$ cat src/design/polyline_tile_tracer_top_macros.svh
// ----------------------------------------------------------------------------
// Polyline tile tracer assertion macros
// Concurrent assertion wrappers, clocked on clk_i, for the tracer RTL.
// ----------------------------------------------------------------------------
`ifndef POLYLINE_TILE_TRACER_TOP_MACROS_SVH
`define POLYLINE_TILE_TRACER_TOP_MACROS_SVH

// checked outside reset only
`define PTT_ASSERT(lbl, prop, msg) \
  lbl: assert property (@(posedge clk_i) disable iff (!rst_ni) (prop)) else $error(msg);

// checked at every edge, reset included
`define PTT_ASSERT_ALWAYS(lbl, prop, msg) \
  lbl: assert property (@(posedge clk_i) (prop)) else $error(msg);

`endif

$ cat src/design/ptt_pkg.sv
// ----------------------------------------------------------------------------
// Polyline tile tracer package
// Field layout, register reset values and sequencer state type.
// ----------------------------------------------------------------------------
`timescale 1ns / 1ps
`default_nettype none

package ptt_pkg;

  localparam int CoordW      = 6;
  localparam int CountW      = 12;
  localparam int CoordBitsDef = 6;

  localparam int VertexXLsb  = 0;
  localparam int VertexYLsb  = VertexXLsb + CoordW;
  localparam int InDataW     = 16;

  localparam int TileXLsb    = 0;
  localparam int TileYLsb    = TileXLsb + CoordW;
  localparam int TileNumLsb  = TileYLsb + CoordW;
  localparam int OutDataW    = 24;

  localparam logic [CountW-1:0] MaxTilesRst = 12'd512;

  typedef enum logic {
    ST_IDLE,
    ST_STEP
  } state_e;

endpackage

`default_nettype wire

$ cat src/design/polyline_tile_tracer_top.sv
// An anchor, or a vertex before any anchor, is taken in idle and puts no tile out.
// Segment vertex: loaded into the stepper; a joined segment skips its start tile.
// Throughput: one stepper iteration per cycle; a segment covers up to
// max(|dx|,|dy|)+1 tiles, and output stalls hold the stepper.
// Reset (rst_ni low, async): idle, no path open, max_tiles = 512, count zero.
// ----------------------------------------------------------------------------
// Polyline tile tracer
// Bresenham stepper under a two-state sequencer; one tile per cycle, unless the
// output stalls, into a registered output stage, count limited by max_tiles.
// ----------------------------------------------------------------------------
`timescale 1ns / 1ps
`default_nettype none
`include "polyline_tile_tracer_top_macros.svh"

module polyline_tile_tracer_top #(
  parameter int CoordBits = ptt_pkg::CoordBitsDef
) (
  input  wire                           clk_i,
  input  wire                           rst_ni,
  input  wire                           s_axis_tvalid,
  output logic                          s_axis_tready,
  // [5:0] vertex_x, [11:6] vertex_y, [15:12] zero
  input  wire  [ptt_pkg::InDataW-1:0]   s_axis_tdata,
  // [0] start_path
  input  wire                           s_axis_tuser,
  output logic                          m_axis_tvalid,
  input  wire                           m_axis_tready,
  // [5:0] tile_x, [11:6] tile_y, [23:12] tile_number
  output logic [ptt_pkg::OutDataW-1:0]  m_axis_tdata,
  output logic                          m_axis_tlast,
  input  wire                           cfg_valid_i,
  output logic                          cfg_ready_o,
  input  wire  [ptt_pkg::CountW-1:0]    cfg_data_i
);

  localparam int CW = ptt_pkg::CoordW;
  localparam int NW = ptt_pkg::CountW;
  localparam int EW = CoordBits + 3;

  ptt_pkg::state_e state_q, state_d;

  logic [NW-1:0]        max_q;
  logic [CoordBits-1:0] prev_x_q, prev_y_q;
  logic                 open_q, joined_q;
  logic [NW-1:0]        count_q;

  logic [CoordBits-1:0] x_q, y_q, tx_q, ty_q, dx_q, dy_q;
  logic                 sx_q, sy_q, skip_q;
  logic signed [EW-1:0] err_q;

  logic                 out_valid_q, out_last_q;
  logic [CW-1:0]        out_x_q, out_y_q;
  logic [NW-1:0]        out_num_q;

  logic [CoordBits-1:0] in_x, in_y, adx, ady;
  logic                 in_acc, seg_load;
  logic signed [EW-1:0] dx_s, dy_s, e2, err_d;
  logic                 at_end, cap, emit, limit_hit, out_free, advance, finish, out_load;

  assign in_x = s_axis_tdata[ptt_pkg::VertexXLsb +: CoordBits];
  assign in_y = s_axis_tdata[ptt_pkg::VertexYLsb +: CoordBits];
  assign adx  = (in_x > prev_x_q) ? in_x - prev_x_q : prev_x_q - in_x;
  assign ady  = (in_y > prev_y_q) ? in_y - prev_y_q : prev_y_q - in_y;

  assign dx_s = signed'(EW'(dx_q));
  assign dy_s = signed'(EW'(dy_q));
  assign e2   = err_q <<< 1;

  always_comb begin
    err_d = err_q;
    if (e2 > -dy_s) err_d = err_d - dy_s;
    if (e2 < dx_s)  err_d = err_d + dx_s;
  end

  assign at_end    = (x_q == tx_q) && (y_q == ty_q);
  assign cap       = (count_q >= max_q);
  assign emit      = !skip_q && !cap;
  assign limit_hit = (({1'b0, count_q} + (NW+1)'(1)) == {1'b0, max_q});
  assign out_free  = !out_valid_q || m_axis_tready;

  // sequencer
  always_comb begin
    state_d       = state_q;
    s_axis_tready = 1'b0;
    in_acc        = 1'b0;
    seg_load      = 1'b0;
    advance       = 1'b0;
    finish        = 1'b0;
    out_load      = 1'b0;
    unique case (state_q)
      ptt_pkg::ST_IDLE: begin
        s_axis_tready = 1'b1;
        in_acc        = s_axis_tvalid;
        if (s_axis_tvalid && !s_axis_tuser && open_q) begin
          seg_load = 1'b1;
          state_d  = ptt_pkg::ST_STEP;
        end
      end
      ptt_pkg::ST_STEP: begin
        if (!emit || out_free) begin
          advance  = 1'b1;
          out_load = emit;
          finish   = at_end || cap || (emit && limit_hit);
          if (finish) state_d = ptt_pkg::ST_IDLE;
        end
      end
      default: state_d = ptt_pkg::ST_IDLE;
    endcase
  end

  always_ff @(posedge clk_i or negedge rst_ni) begin
    if (!rst_ni) begin
      state_q <= ptt_pkg::ST_IDLE;
    end else begin
      state_q <= state_d;
    end
  end

  // path state and config
  always_ff @(posedge clk_i or negedge rst_ni) begin
    if (!rst_ni) begin
      max_q    <= ptt_pkg::MaxTilesRst;
      prev_x_q <= '0;
      prev_y_q <= '0;
      open_q   <= 1'b0;
      joined_q <= 1'b0;
      count_q  <= '0;
    end else begin
      if (cfg_valid_i) max_q <= cfg_data_i;
      if (in_acc && s_axis_tuser) begin
        prev_x_q <= in_x;
        prev_y_q <= in_y;
        open_q   <= 1'b1;
        joined_q <= 1'b0;
        count_q  <= '0;
      end else if (seg_load) begin
        prev_x_q <= in_x;
        prev_y_q <= in_y;
        joined_q <= 1'b1;
      end else if (out_load) begin
        count_q  <= count_q + NW'(1);
      end
    end
  end

  // stepper
  always_ff @(posedge clk_i or negedge rst_ni) begin
    if (!rst_ni) begin
      skip_q <= 1'b0;
    end else if (seg_load) begin
      skip_q <= joined_q;
    end else if (advance) begin
      skip_q <= 1'b0;
    end
  end

  always_ff @(posedge clk_i) begin
    if (seg_load) begin
      x_q   <= prev_x_q;
      y_q   <= prev_y_q;
      tx_q  <= in_x;
      ty_q  <= in_y;
      dx_q  <= adx;
      dy_q  <= ady;
      sx_q  <= (in_x < prev_x_q);
      sy_q  <= (in_y < prev_y_q);
      err_q <= signed'(EW'(adx)) - signed'(EW'(ady));
    end else if (advance && !at_end) begin
      err_q <= err_d;
      if (e2 > -dy_s) x_q <= sx_q ? x_q - CoordBits'(1) : x_q + CoordBits'(1);
      if (e2 < dx_s)  y_q <= sy_q ? y_q - CoordBits'(1) : y_q + CoordBits'(1);
    end
  end

  // output stage
  always_ff @(posedge clk_i or negedge rst_ni) begin
    if (!rst_ni) begin
      out_valid_q <= 1'b0;
    end else if (out_load) begin
      out_valid_q <= 1'b1;
    end else if (m_axis_tready) begin
      out_valid_q <= 1'b0;
    end
  end

  always_ff @(posedge clk_i) begin
    if (out_load) begin
      out_x_q    <= CW'(x_q);
      out_y_q    <= CW'(y_q);
      out_num_q  <= count_q;
      out_last_q <= at_end || limit_hit;
    end
  end

  assign m_axis_tvalid = out_valid_q;
  assign m_axis_tdata  = {out_num_q, out_y_q, out_x_q};
  assign m_axis_tlast  = out_last_q;
  assign cfg_ready_o   = 1'b1;

  `PTT_ASSERT(a_emit_under_limit, out_load |-> (count_q < max_q), "tile emitted past max_tiles")
  `PTT_ASSERT(a_number_tracks_count, out_load |=> (out_num_q == $past(count_q)), "tile number mismatch")
  `PTT_ASSERT(a_end_returns_idle, (state_q == ptt_pkg::ST_STEP && advance && at_end) |=> (state_q == ptt_pkg::ST_IDLE), "stepper ran past segment end")
  `PTT_ASSERT(a_no_load_when_full, (out_valid_q && !m_axis_tready) |-> !out_load, "output overwritten while stalled")
  `PTT_ASSERT_ALWAYS(a_reset_quiet, !rst_ni |=> (!out_valid_q && state_q == ptt_pkg::ST_IDLE), "not quiet in reset")

endmodule

`default_nettype wire

$ cat config.mk
export PLATFORM = sky130hd
export DESIGN_NAME = polyline_tile_tracer_top
export DESIGN_NICKNAME = d
export VERILOG_FILES = /design/src/design/ptt_pkg.sv /design/src/design/polyline_tile_tracer_top.sv
export VERILOG_INCLUDE_DIRS = /design/src /design/src/design
export SDC_FILE = /design/constraint.sdc
export NUM_CORES = 1
export LEC_CHECK = 0
export BUFFER_PORTS_ARGS = -buffer_cell sky130_fd_sc_hd__buf_2
export CAP_MARGIN = 20
export CORE_AREA = 2 2 149 151
export CTS_CLUSTER_SIZE = 12
export DETAILED_ROUTE_END_ITERATION = 8
export DIE_AREA = 0 0 151 153
export SKIP_LAST_GASP = 1
export SLEW_MARGIN = 10
export SYNTH_ARGS = -nofsm -noshare
export SYNTH_HDL_FRONTEND = slang
export SYNTH_SLANG_ARGS = --single-unit
$ cat constraint.sdc
create_clock -name clk_i -period 4.55 [get_ports clk_i]
set_input_delay 0.2275 -clock clk_i [delete_from_list [all_inputs] [get_ports clk_i]]
set_output_delay 0.2275 -clock clk_i [all_outputs]
set_load 0.02 [all_outputs]
# Word-level counts from Yosys, hierarchy flattened
# Index checks and enable logic that the tools add are counted.
dict set report totals {
  regBits 113
  in_bits 34
  output_inout_bits 28
  wordCells 114
}
dict set report classes {
  add_sub_neg 14
  magnitude_cmp 7
  eq_ne 4
  mux 38
  bitwise 1
  n_reduce_logical 28
}
# op n
set op_table {}
lappend op_table {{$mux 6} 14}
lappend op_table {{$mux 12} 3}
lappend op_table {{$mux 9} 4}
lappend op_table {{$sub 6x6->6} 4}
lappend op_table {{$mux 1} 16}
lappend op_table {{$reduce_bool 2->1} 7}
lappend op_table {{$add 12x1->13 const B} 1}
lappend op_table {{$eq 13x12->1} 1}
lappend op_table {{$add 12x1->12 const B} 1}
lappend op_table {{$add 6x1->6 const B} 2}
lappend op_table {{$eq 6x6->1} 2}
lappend op_table {{$ge 12x12->1} 1}
lappend op_table {{$gt 6x6->1} 2}
lappend op_table {{$lt 6x6->1} 2}
lappend op_table {{$sub 6x1->6 const B} 2}
lappend op_table {{$add 9x7->9} 1}
lappend op_table {{$gt 9x9->1} 1}
lappend op_table {{$lt 9x7->1} 1}
lappend op_table {{$neg 6->9} 1}
lappend op_table {{$sub 9x7->9} 1}
lappend op_table {{$logic_and 1x1->1} 7}
lappend op_table {{$sub 6x6->7} 1}
lappend op_table {{$logic_not 1->1} 6}
lappend op_table {{$reduce_and 2->1} 3}
lappend op_table {{4 further kinds} 8}

# Depth between registers and ports, before layout
# Gate-level depths: netlist of the first run.
dict set report depth {
  ltp_word 10
  ltp_mapped 19
  mapped_depth_nobuf 18
}

# Least setup slack after synthesis of the first run
# OpenSTA, ideal clock, no wires.
dict set report synth_path {
  kind {register -> register}
  from {register dy_q[2]}
  to {register err_q[4], data pin}
  setup_ns 0.310
  arrival_time_ns 3.544
  required_ns 4.240
  slack_ns 0.696
  path_stages_with_launch 18
  n_path_buf 1
  period_less_slack_ns 3.854
  path_cell_list {edfxtp_1 nor3_1 nand3_1 nor2_1 ha_1 or3_1 o311a_1 a31oi_1 buf_4 mux2i_1 ha_1 fa_1 a21o_1 a21oi_1 xnor2_1 nor2_1 a211oi_1 a21oi_1}
}
dict set report synth_between {
  elab_chain_cells 7
  elab_cells_between_ends 8
  cone_classes {3 x add/sub; 1 x order compare; 4 x mux}
}
# item line
set synth_lines {}
lappend synth_lines {{start: declaration} polyline_tile_tracer_top.sv:47} ;# logic [CoordBits-1:0] x_q, y_q, tx_q, ty_q, dx_q, dy_q;
lappend synth_lines {{start signal: assignment} polyline_tile_tracer_top.sv:164} ;# dy_q <= ady;
lappend synth_lines {{$neg 6->9} polyline_tile_tracer_top.sv:71} ;# if (e2 > -dy_s) err_d = err_d - dy_s;
lappend synth_lines {{$gt 9x9->1} polyline_tile_tracer_top.sv:71}
lappend synth_lines {{$mux 9 (*)} polyline_tile_tracer_top.sv:71}
lappend synth_lines {{$add 9x7->9} polyline_tile_tracer_top.sv:72} ;# if (e2 < dx_s) err_d = err_d + dx_s;
lappend synth_lines {{$mux 9 (*)} polyline_tile_tracer_top.sv:72}
lappend synth_lines {{$mux 9 (*)} polyline_tile_tracer_top.sv:168} ;# end else if (advance && !at_end) begin
lappend synth_lines {{$mux 9 (*)} polyline_tile_tracer_top.sv:158} ;# if (seg_load) begin
lappend synth_lines {{end signal: assignment} polyline_tile_tracer_top.sv:167} ;# err_q <= signed'(EW'(adx)) - signed'(EW'(ady));
lappend synth_lines {{end signal: assignment} polyline_tile_tracer_top.sv:169} ;# err_q <= err_d;
lappend synth_lines {{end: declaration} polyline_tile_tracer_top.sv:49} ;# logic signed [EW-1:0] err_q;
# Mark *: on every way between the ends. The rest lies on a longest branch, timed or not. The select of a mux whose other input is x is not followed.
# A chain may end at the register's enable or synchronous reset.

# Worst setup path after layout of the first run
dict set report layout_path {
  from {register dy_q[0]}
  to {register err_q[6], data pin}
}
# The elaborated chain is that of the path after synthesis.

==> flow_metrics.env, run 1 <==
export IMPL_timing_setup_critical_path_class="reg2reg"
export IMPL_fp_dieArea_um2=23100
export IMPL_vias_per_cell=4.98
export IMPL_synth_adder_area_share=0.152
export IMPL_final_fill_count=2157
export IMPL_timing_critical_path_cells="inv_1 > ha_1 > and3_1 > ha_1 > a2111oi_2 > o31ai_1 > a31oi_1 > buf_4 > mux2_2 > fa_1 > a21o_1 > a21oi_1 > o21bai_1 > a21oi_1 > a211oi_1 > o31ai_1"
export IMPL_synth_top_cell_area_share=0.289
export IMPL_worst_pin_slew_ns=1.08
export IMPL_postSynth_topFlopCell="sky130_fd_sc_hd__edfxtp_1"
export IMPL_detailed_place_hpwl_um=12100
export IMPL_synthesis_yosys_warnings=0
export IMPL_synth_xor_area_frac=0.0725
export IMPL_async_reset_ff_frac=0.366
export IMPL_ff2ff_path_depth=16
export IMPL_drive_gt1_frac=0.142
export IMPL_worst_path_dominant_cell_family="compound AO/OA/AOI/OAI gates"
export IMPL_first_global_vias=5067
export IMPL_place_port_buffers=56
export IMPL_synthTopCellsByArea="sky130_fd_sc_hd__edfxtp_1 (29%), sky130_fd_sc_hd__dfrtp_1 (14%), sky130_fd_sc_hd__ha_1 (13%)"
export IMPL_synth_cells_most_frequent="sky130_fd_sc_hd__ha_1 (75), sky130_fd_sc_hd__inv_1 (75), sky130_fd_sc_hd__edfxtp_1 (71)"
export IMPL_period_utilization=0.925
export IMPL_synth_edff_count=71
export IMPL_syn_cell_area_um2=7370
export IMPL_min_path_type="in2reg"
export IMPL_met3_track_usage_gr=0.0299
export IMPL_width_of_the_die_um=151
export IMPL_die_h_um=153
export IMPL_cts_tree="built"
export IMPL_drtIter0Drc=356
export IMPL_slew_headroom=0.271
export IMPL_combinationalPowerShare=0.579
export IMPL_finish_net_count=893
export IMPL_place_gp_congestion=0.840
export IMPL_ys_seq_area_frac=0.429
export IMPL_critPathBufInv=2
export IMPL_dr_pass1_iters=4
export IMPL_p_int_mw=3.74
export IMPL_detailroute_via_count=5275
export IMPL_source_to_sink_clock_delay_at_the_later_pin_of_the_worst_skew_pair_ns=0.37
export IMPL_ir_drop_mv=0.333
export IMPL_p_clk_frac=0.122
export IMPL_timing_reg2reg_setup_slack_ns=0.34
export IMPL_fmaxAchievable_mhz=238
export IMPL_worst_setup_path_endpoint="err_q[6]"
export IMPL_finalCriticalPeriod_ns=4.21
export IMPL_post_synth_and_or_nand_nor_area_fraction=0.110
export IMPL_route_final_wire_length_um=16200
export IMPL_switching_share=0.439
export IMPL_setup_tns_ns=0
export IMPL_use_met1=0.220
export IMPL_instance_count_on_the_critical_path=16
export IMPL_synth_largest_area_cell="sky130_fd_sc_hd__edfxtp_1"
export IMPL_worst_ep_arrival_time_ns=4.40
export IMPL_global_route_usage_total=0.146
export IMPL_clock_skew_ns=0.0111
export IMPL_cap_violations=0
export IMPL_grt_max_usage_layer="met1"
export IMPL_rows=54
export IMPL_post_synth_inst_count=720
export IMPL_leakagePower_nw=3.71
export IMPL_synthMuxAreaShare=0.0292
export IMPL_syn_avg_cell_area_um2=10.2
export IMPL_initial_utilization=0.343
export IMPL_final_antenna_net_count=0
export IMPL_crit_start="dy_q[0]"
export IMPL_main_combinational_cell_family_by_area_after_synthesis="compound AO/OA/AOI/OAI gates"
export IMPL_synth_distinct_cells=62
export IMPL_routed_wire_length_per_instance_um=15.2
export IMPL_placeable_area_um2=21500
export IMPL_gr_usage_met2=0.215
export IMPL_run_status="complete, no violations"
export IMPL_max_stage_delay_ns=0.44
export IMPL_clock_sinks=112
export IMPL_syn_to_final_growth_pct=12.9
export IMPL_ys_seq_elements=112
export IMPL_cts_htree_levels=3
export IMPL_timing_rr_end="err_q[6]"
export IMPL_powerDensity_nw_per_um2=802
export IMPL_power_switching_mw=2.93
export IMPL_maximum_number_of_pins_on_one_net_before_global_route_repair=49
export IMPL_worst_setup_hold_path_clk_slew_ns=0.09
export IMPL_grt_pass1_wl_um=26500
export IMPL_cts_root_buf="sky130_fd_sc_hd__clkbuf_16"
export IMPL_r2r_start="dy_q[0]"
export IMPL_critPathSlowestCell="sky130_fd_sc_hd__fa_1"
export IMPL_worstSetupStartpointType="register"
export IMPL_numCtsBuffers=9
export IMPL_synth_compound_area_frac=0.156
export IMPL_cp_max_fo=4
export IMPL_syn_num_nets=838
export IMPL_setup_viol=0
export IMPL_n_antenna_cell=0
export IMPL_cts_max_path_buffers=2
export IMPL_cp_end_kind="register"
export IMPL_congestion_overflow_gr=0
export IMPL_final_max_slew_viol_count=0
export IMPL_worst_ep_required_time_ns=4.74
export IMPL_drc=0
export IMPL_initial_antenna_violation_count=0
export IMPL_seqPwrFrac=0.299
export IMPL_num_io_pins=62
export IMPL_finalHoldViolations=0
export IMPL_final_total_power_mw=6.67
layout by cell type (no fill, tap or decap), types with 3 or more instances in the layout:
master / synthesis / layout
sky130_fd_sc_hd__a211oi_1: 10 / 9
sky130_fd_sc_hd__a21o_1: 25 / 25
sky130_fd_sc_hd__a21oi_1: 45 / 45
sky130_fd_sc_hd__a221o_1: 6 / 6
sky130_fd_sc_hd__a31oi_1: 3 / 3
sky130_fd_sc_hd__and3_1: 5 / 5
sky130_fd_sc_hd__buf_2: 1 / 56
sky130_fd_sc_hd__buf_4: 2 / 8
sky130_fd_sc_hd__clkbuf_16: 0 / 9
sky130_fd_sc_hd__dfrtp_1: 40 / 40
sky130_fd_sc_hd__edfxtp_1: 71 / 71
sky130_fd_sc_hd__fa_1: 9 / 9
sky130_fd_sc_hd__ha_1: 75 / 75
sky130_fd_sc_hd__inv_1: 75 / 74
sky130_fd_sc_hd__mux2_2: 12 / 12
sky130_fd_sc_hd__mux2i_1: 8 / 8
sky130_fd_sc_hd__nand2_1: 53 / 53
sky130_fd_sc_hd__nand2b_1: 7 / 7
sky130_fd_sc_hd__nand3_1: 12 / 12
sky130_fd_sc_hd__nand4_1: 8 / 8
sky130_fd_sc_hd__nor2_1: 40 / 39
sky130_fd_sc_hd__nor2b_1: 9 / 9
sky130_fd_sc_hd__nor3_1: 14 / 13
sky130_fd_sc_hd__nor4_1: 7 / 7
sky130_fd_sc_hd__o211ai_1: 3 / 3
sky130_fd_sc_hd__o21a_1: 6 / 6
sky130_fd_sc_hd__o21ai_0: 42 / 42
sky130_fd_sc_hd__o21bai_1: 4 / 4
sky130_fd_sc_hd__o31a_1: 3 / 3
sky130_fd_sc_hd__o31ai_1: 5 / 5
sky130_fd_sc_hd__or2_2: 4 / 4
sky130_fd_sc_hd__or3_1: 4 / 4
sky130_fd_sc_hd__xnor2_1: 32 / 32
sky130_fd_sc_hd__xor2_1: 29 / 29
timing repair:
| item | in CTS | in global routing |
|---|---|---|
| buffers inserted | 0 | 3 |
| endpoints found under the hold margin | 0 | 7 |
| gates resized for setup | 0 | 5 |
| setup endpoints to repair | 0 | 4 |
| hold buffers | 0 | 1 |
per-stage QoR:
| stage | util | instances | setup WS, ns | cell area, µm² | hold slack, ns |
|---|---|---|---|---|---|
| 2_1_floorplan | - | 720 | 0.696 | 7370 | -0.0681 |
| 3_3_place_gp | 0.370 | 1039 | 0.340 | 7950 | 0.440 |
| 3_5_place_dp | 0.370 | 1039 | 0.302 | 7950 | 0.442 |
| 4_1_cts | 0.384 | 1055 | 0.231 | 8250 | 0.0536 |
| 5_1_grt | 0.387 | 1060 | -0.0210 | 8320 | 0.0653 |
| 6_report | 0.387 | 1060 | 0.343 | 8320 | 0.0552 |
power by group through the flow:
stage,Clock [mW],Sequential (mW),Combinational (mW)
2_1_floorplan,0,2.02,2.89
4_1_cts,0.836,2.00,3.85
3_3_place_gp,0,2.01,3.77
5_1_grt,0.874,2.05,4.39
3_5_place_dp,0,2.01,3.81
6_report,0.813,2.00,3.86
worst min-delay path by stage:
| stage | start | end | slack, ns | depth (start not counted) |
|---|---|---|---|---|
| floorplan | rst_ni | count_q[0] | -0.07 | 0 |
| finish | cfg_data_i[8] | max_q[8] | 0.06 | 3 |
| global placement | cfg_data_i[8] | max_q[8] | 0.44 | 3 |
| detailed placement | cfg_data_i[8] | max_q[8] | 0.44 | 3 |
| global route | cfg_data_i[7] | max_q[7] | 0.07 | 3 |
| CTS | cfg_data_i[8] | max_q[8] | 0.05 | 3 |
kinds of logic after synthesis:
family                     Yosys count
AOI/OAI and AO/OA                  173
xor gates and xnor gates            61
adders and majority gates           84
buffers and inverters               98
DFF                                112
muxes                               20
other                                1
and+or+nand+nor                    171
final cells by class:
type | instances | area, µm² | share of cell area
clock buffers | 9 | 225 | 0.0271
clock inverters | 7 | 72.6 | 0.00872
inverters | 76 | 285 | 0.0343
multi-input cells | 510 | 3860 | 0.464
flip-flops and latches | 112 | 3160 | 0.380
well taps | 280 | 350 | 0.0421
repair buffers | 66 | 370 | 0.0445
metal layers:
layer  vias up  part of all wire
met1      2497              0.52
li1       2667                 -
met4         0             0.011
met5         -                 0
met2        96              0.43
met3        15             0.042
registers in the layout, indices dropped and copies added, names as in the netlist:
signal / count
sx_q: 1
dy_q: 6
out_num_q: 12
y_q: 6
tx_q: 6
prev_x_q: 6
max_q: 12
m_axis_tlast: 1
dx_q: 6
count_q: 12
m_axis_tvalid: 1
sy_q: 1
state_q: 1
out_x_q: 6
joined_q: 1
skip_q: 1
out_y_q: 6
open_q: 1
err_q: 8
x_q: 6
prev_y_q: 6
ty_q: 6
worst min-delay path, stage by stage:
cell and delay, ns:
sky130_fd_sc_hd__buf_2 0.07, sky130_fd_sc_hd__nand2_1 0.04, sky130_fd_sc_hd__o21ai_0 0.05
(Power assumes the default switching activity.)
==> inputs of run 2 (changes only) <==
--- a/config.mk
+++ b/config.mk
@@ -8,10 +8,10 @@
 export LEC_CHECK = 0
 export BUFFER_PORTS_ARGS = -buffer_cell sky130_fd_sc_hd__buf_2
 export CAP_MARGIN = 20
-export CORE_AREA = 2 2 149 151
+export CORE_AREA = 2 2 160 162
 export CTS_CLUSTER_SIZE = 12
 export DETAILED_ROUTE_END_ITERATION = 8
-export DIE_AREA = 0 0 151 153
+export DIE_AREA = 0 0 162 164
 export SKIP_LAST_GASP = 1
 export SLEW_MARGIN = 10
 export SYNTH_ARGS = -nofsm -noshare
==> flow_metrics.env, run 2 (synthesis results as in run 1) <==
export IMPL_detailroute_wirelength_met2_um=7290
export IMPL_timing_critical_path_cells="inv_1 > ha_2 > nand3_1 > xnor2_1 > ha_1 > nand3_1 > o311a_1 > a31oi_1 > buf_4 > mux2_2 > ha_1 > a211oi_1 > o21bai_1 > a21o_1 > xnor2_1 > nor2_1 > a211oi_1 > a21oi_1"
export IMPL_drtIter0Drc=276
export IMPL_setup_viol=0
export IMPL_num_io_pins=62
export IMPL_critPathSlowestCell="sky130_fd_sc_hd__edfxtp_1"
export IMPL_wl_met1_um=8150
export IMPL_worst_path_dominant_cell_family="compound AO/OA/AOI/OAI gates"
export IMPL_initial_utilization=0.297
export IMPL_rows=58
export IMPL_cts_tree="built"
export IMPL_width_of_the_die_um=162
export IMPL_fmaxAchievable_mhz=239
export IMPL_source_to_sink_clock_delay_at_the_later_pin_of_the_worst_skew_pair_ns=0.36
export IMPL_finalCriticalPeriod_ns=4.19
export IMPL_run_status="complete, no violations"
export IMPL_maximum_number_of_pins_on_one_net_before_global_route_repair=49
export IMPL_final_setup_worst_slack_ns=0.362
export IMPL_dpl_cell_count=1090
export IMPL_route_final_wire_length_um=16300
export IMPL_worst_ep_arrival_time_ns=4.26
export IMPL_clock_skew_ns=0.0113
export IMPL_grt_pass1_wl_um=26600
export IMPL_finish_net_count=894
export IMPL_global_route_usage_total=0.127
export IMPL_worst_setup_hold_path_clk_slew_ns=0.08
export IMPL_syn_to_final_growth_pct=13.5
export IMPL_leakagePower_nw=3.71
export IMPL_routed_length_on_met3_um=653
export IMPL_top_regs="count_q x12, max_q x12, out_num_q x12"
export IMPL_slew_headroom=0.429
export IMPL_finalHoldViolations=0
export IMPL_cts_htree_levels=3
export IMPL_setup_tns_ns=0
export IMPL_worstSetupStartpointType="register"
export IMPL_final_fill_count=2550
export IMPL_ir_drop_mv=0.293
export IMPL_place_area_um2=8020
export IMPL_routed_wire_length_per_instance_um=14.7
export IMPL_fin_area_um2=8370
export IMPL_max_stage_delay_ns=0.45
export IMPL_dr_pass1_iters=5
export IMPL_initial_antenna_violation_count=1
export IMPL_worst_ep_required_time_ns=4.62
export IMPL_cts_max_path_buffers=2
export IMPL_top_layer_used="met5"
export IMPL_drive_gt1_frac=0.142
export IMPL_first_global_vias=5074
export IMPL_place_gp_congestion=0.800
export IMPL_detailed_place_hpwl_um=12400
export IMPL_mostFrequentLayoutCells="sky130_fd_sc_hd__inv_1 (74), sky130_fd_sc_hd__ha_1 (74), sky130_fd_sc_hd__edfxtp_1 (71), sky130_fd_sc_hd__buf_2 (57), sky130_fd_sc_hd__nand2_1 (53)"
export IMPL_final_max_slew_viol_count=0
export IMPL_numCtsBuffers=9
export IMPL_cp_max_fo=7
export IMPL_drc=0
export IMPL_vias_per_cell=4.82
export IMPL_grt_setup_unrepaired="no"
export IMPL_cap_violations=0
export IMPL_min_path_type="in2reg"
export IMPL_fp_dieArea_um2=26600
export IMPL_placeable_area_um2=24800
export IMPL_place_port_buffers=56
export IMPL_powerDensity_nw_per_um2=794
export IMPL_cp_end_kind="register"
export IMPL_period_utilization=0.920
export IMPL_critPathBufInv=2
export IMPL_final_antenna_net_count=0
export IMPL_n_antenna_cell=0
export IMPL_pre_cts_ws_ns=0.298
export IMPL_layout_cells_non_filler=1111
export IMPL_die_h_um=164
export IMPL_worst_pin_slew_ns=0.856
export IMPL_clock_sinks=112
export IMPL_timing_setup_critical_path_class="reg2reg"
export IMPL_cts_root_buf="sky130_fd_sc_hd__clkbuf_16"
export IMPL_detailroute_via_count=5353
export IMPL_congestion_overflow_gr=0
run 2: cell type report:
class	instances	area, µm²	area share
clock buffers	10	229	0.0274
clock inverters	6	53.8	0.00643
inverters	76	285	0.0341
multi-input cells	510	3850	0.461
flip-flops and latches	112	3160	0.377
well taps	330	413	0.0493
repair buffers	67	375	0.0448
run 2: worst paths after layout:
check	slack, ns	from	cells past startpoint	endpoint
worst max-delay path	0.36	dy_q[0]	18	err_q[5]
worst max register to register	0.36	dy_q[0]	18	err_q[5]
min in group asynchronous	0.38	rst_ni	2	max_q[11]
worst min-delay path	0.08	cfg_data_i[5]	3	max_q[5]
max in group asynchronous	3.65	rst_ni	3	prev_x_q[2]
worst min register to register	0.49	joined_q	2	skip_q
run 2: what timing repair did:
| item | CTS | global route |
|---|---|---|
| setup buffers | 0 | 2 |
| hold endpoints to repair | 0 | 17 |
| setup endpoints to repair | 0 | 4 |
| resized for setup | 0 | 5 |
| hold buffers | 0 | 1 |
run 2: routing by layer:
| layer | global-route usage | vias to the layer above |
|---|---|---|
| met4 | 0.0334 | 2 |
| met2 | 0.193 | 108 |
| met3 | 0.0199 | 11 |
| met5 | 0 | - |
| li1 | - | 2662 |
| met1 | 0.187 | 2570 |
run 2: report_power, final:
| part | internal [mW] | switching [mW] | leakage [nW] |
|---|---|---|---|
| Clock | 0.382 | 0.395 | 0.141 |
| Combinational | 1.70 | 2.18 | 2.39 |
| Sequential | 1.66 | 0.333 | 1.18 |
run 2: metrics by stage:
step | hold slack [ns] | power [mW] | util
detailed placement | 0.442 | 5.86 | 0.323
global route | 0.0789 | 7.29 | 0.337
global placement | 0.434 | 5.80 | 0.323
floorplan | -0.0681 | 4.91 | -
finish | 0.0771 | 6.65 | 0.337
CTS | 0.0675 | 6.67 | 0.335
run 2: worst reg2reg max path, delay by kind of cell (launching register included):
family                     cells  cell delay [ns]
xor gates and xnor gates       2             0.27
adders and majority gates      3             0.83
buffers and inverters          2             0.31
DFF                            1             0.45
and+or+nand+nor                3             0.24
AOI/OAI and AO/OA              7             1.44
muxes                          1             0.38
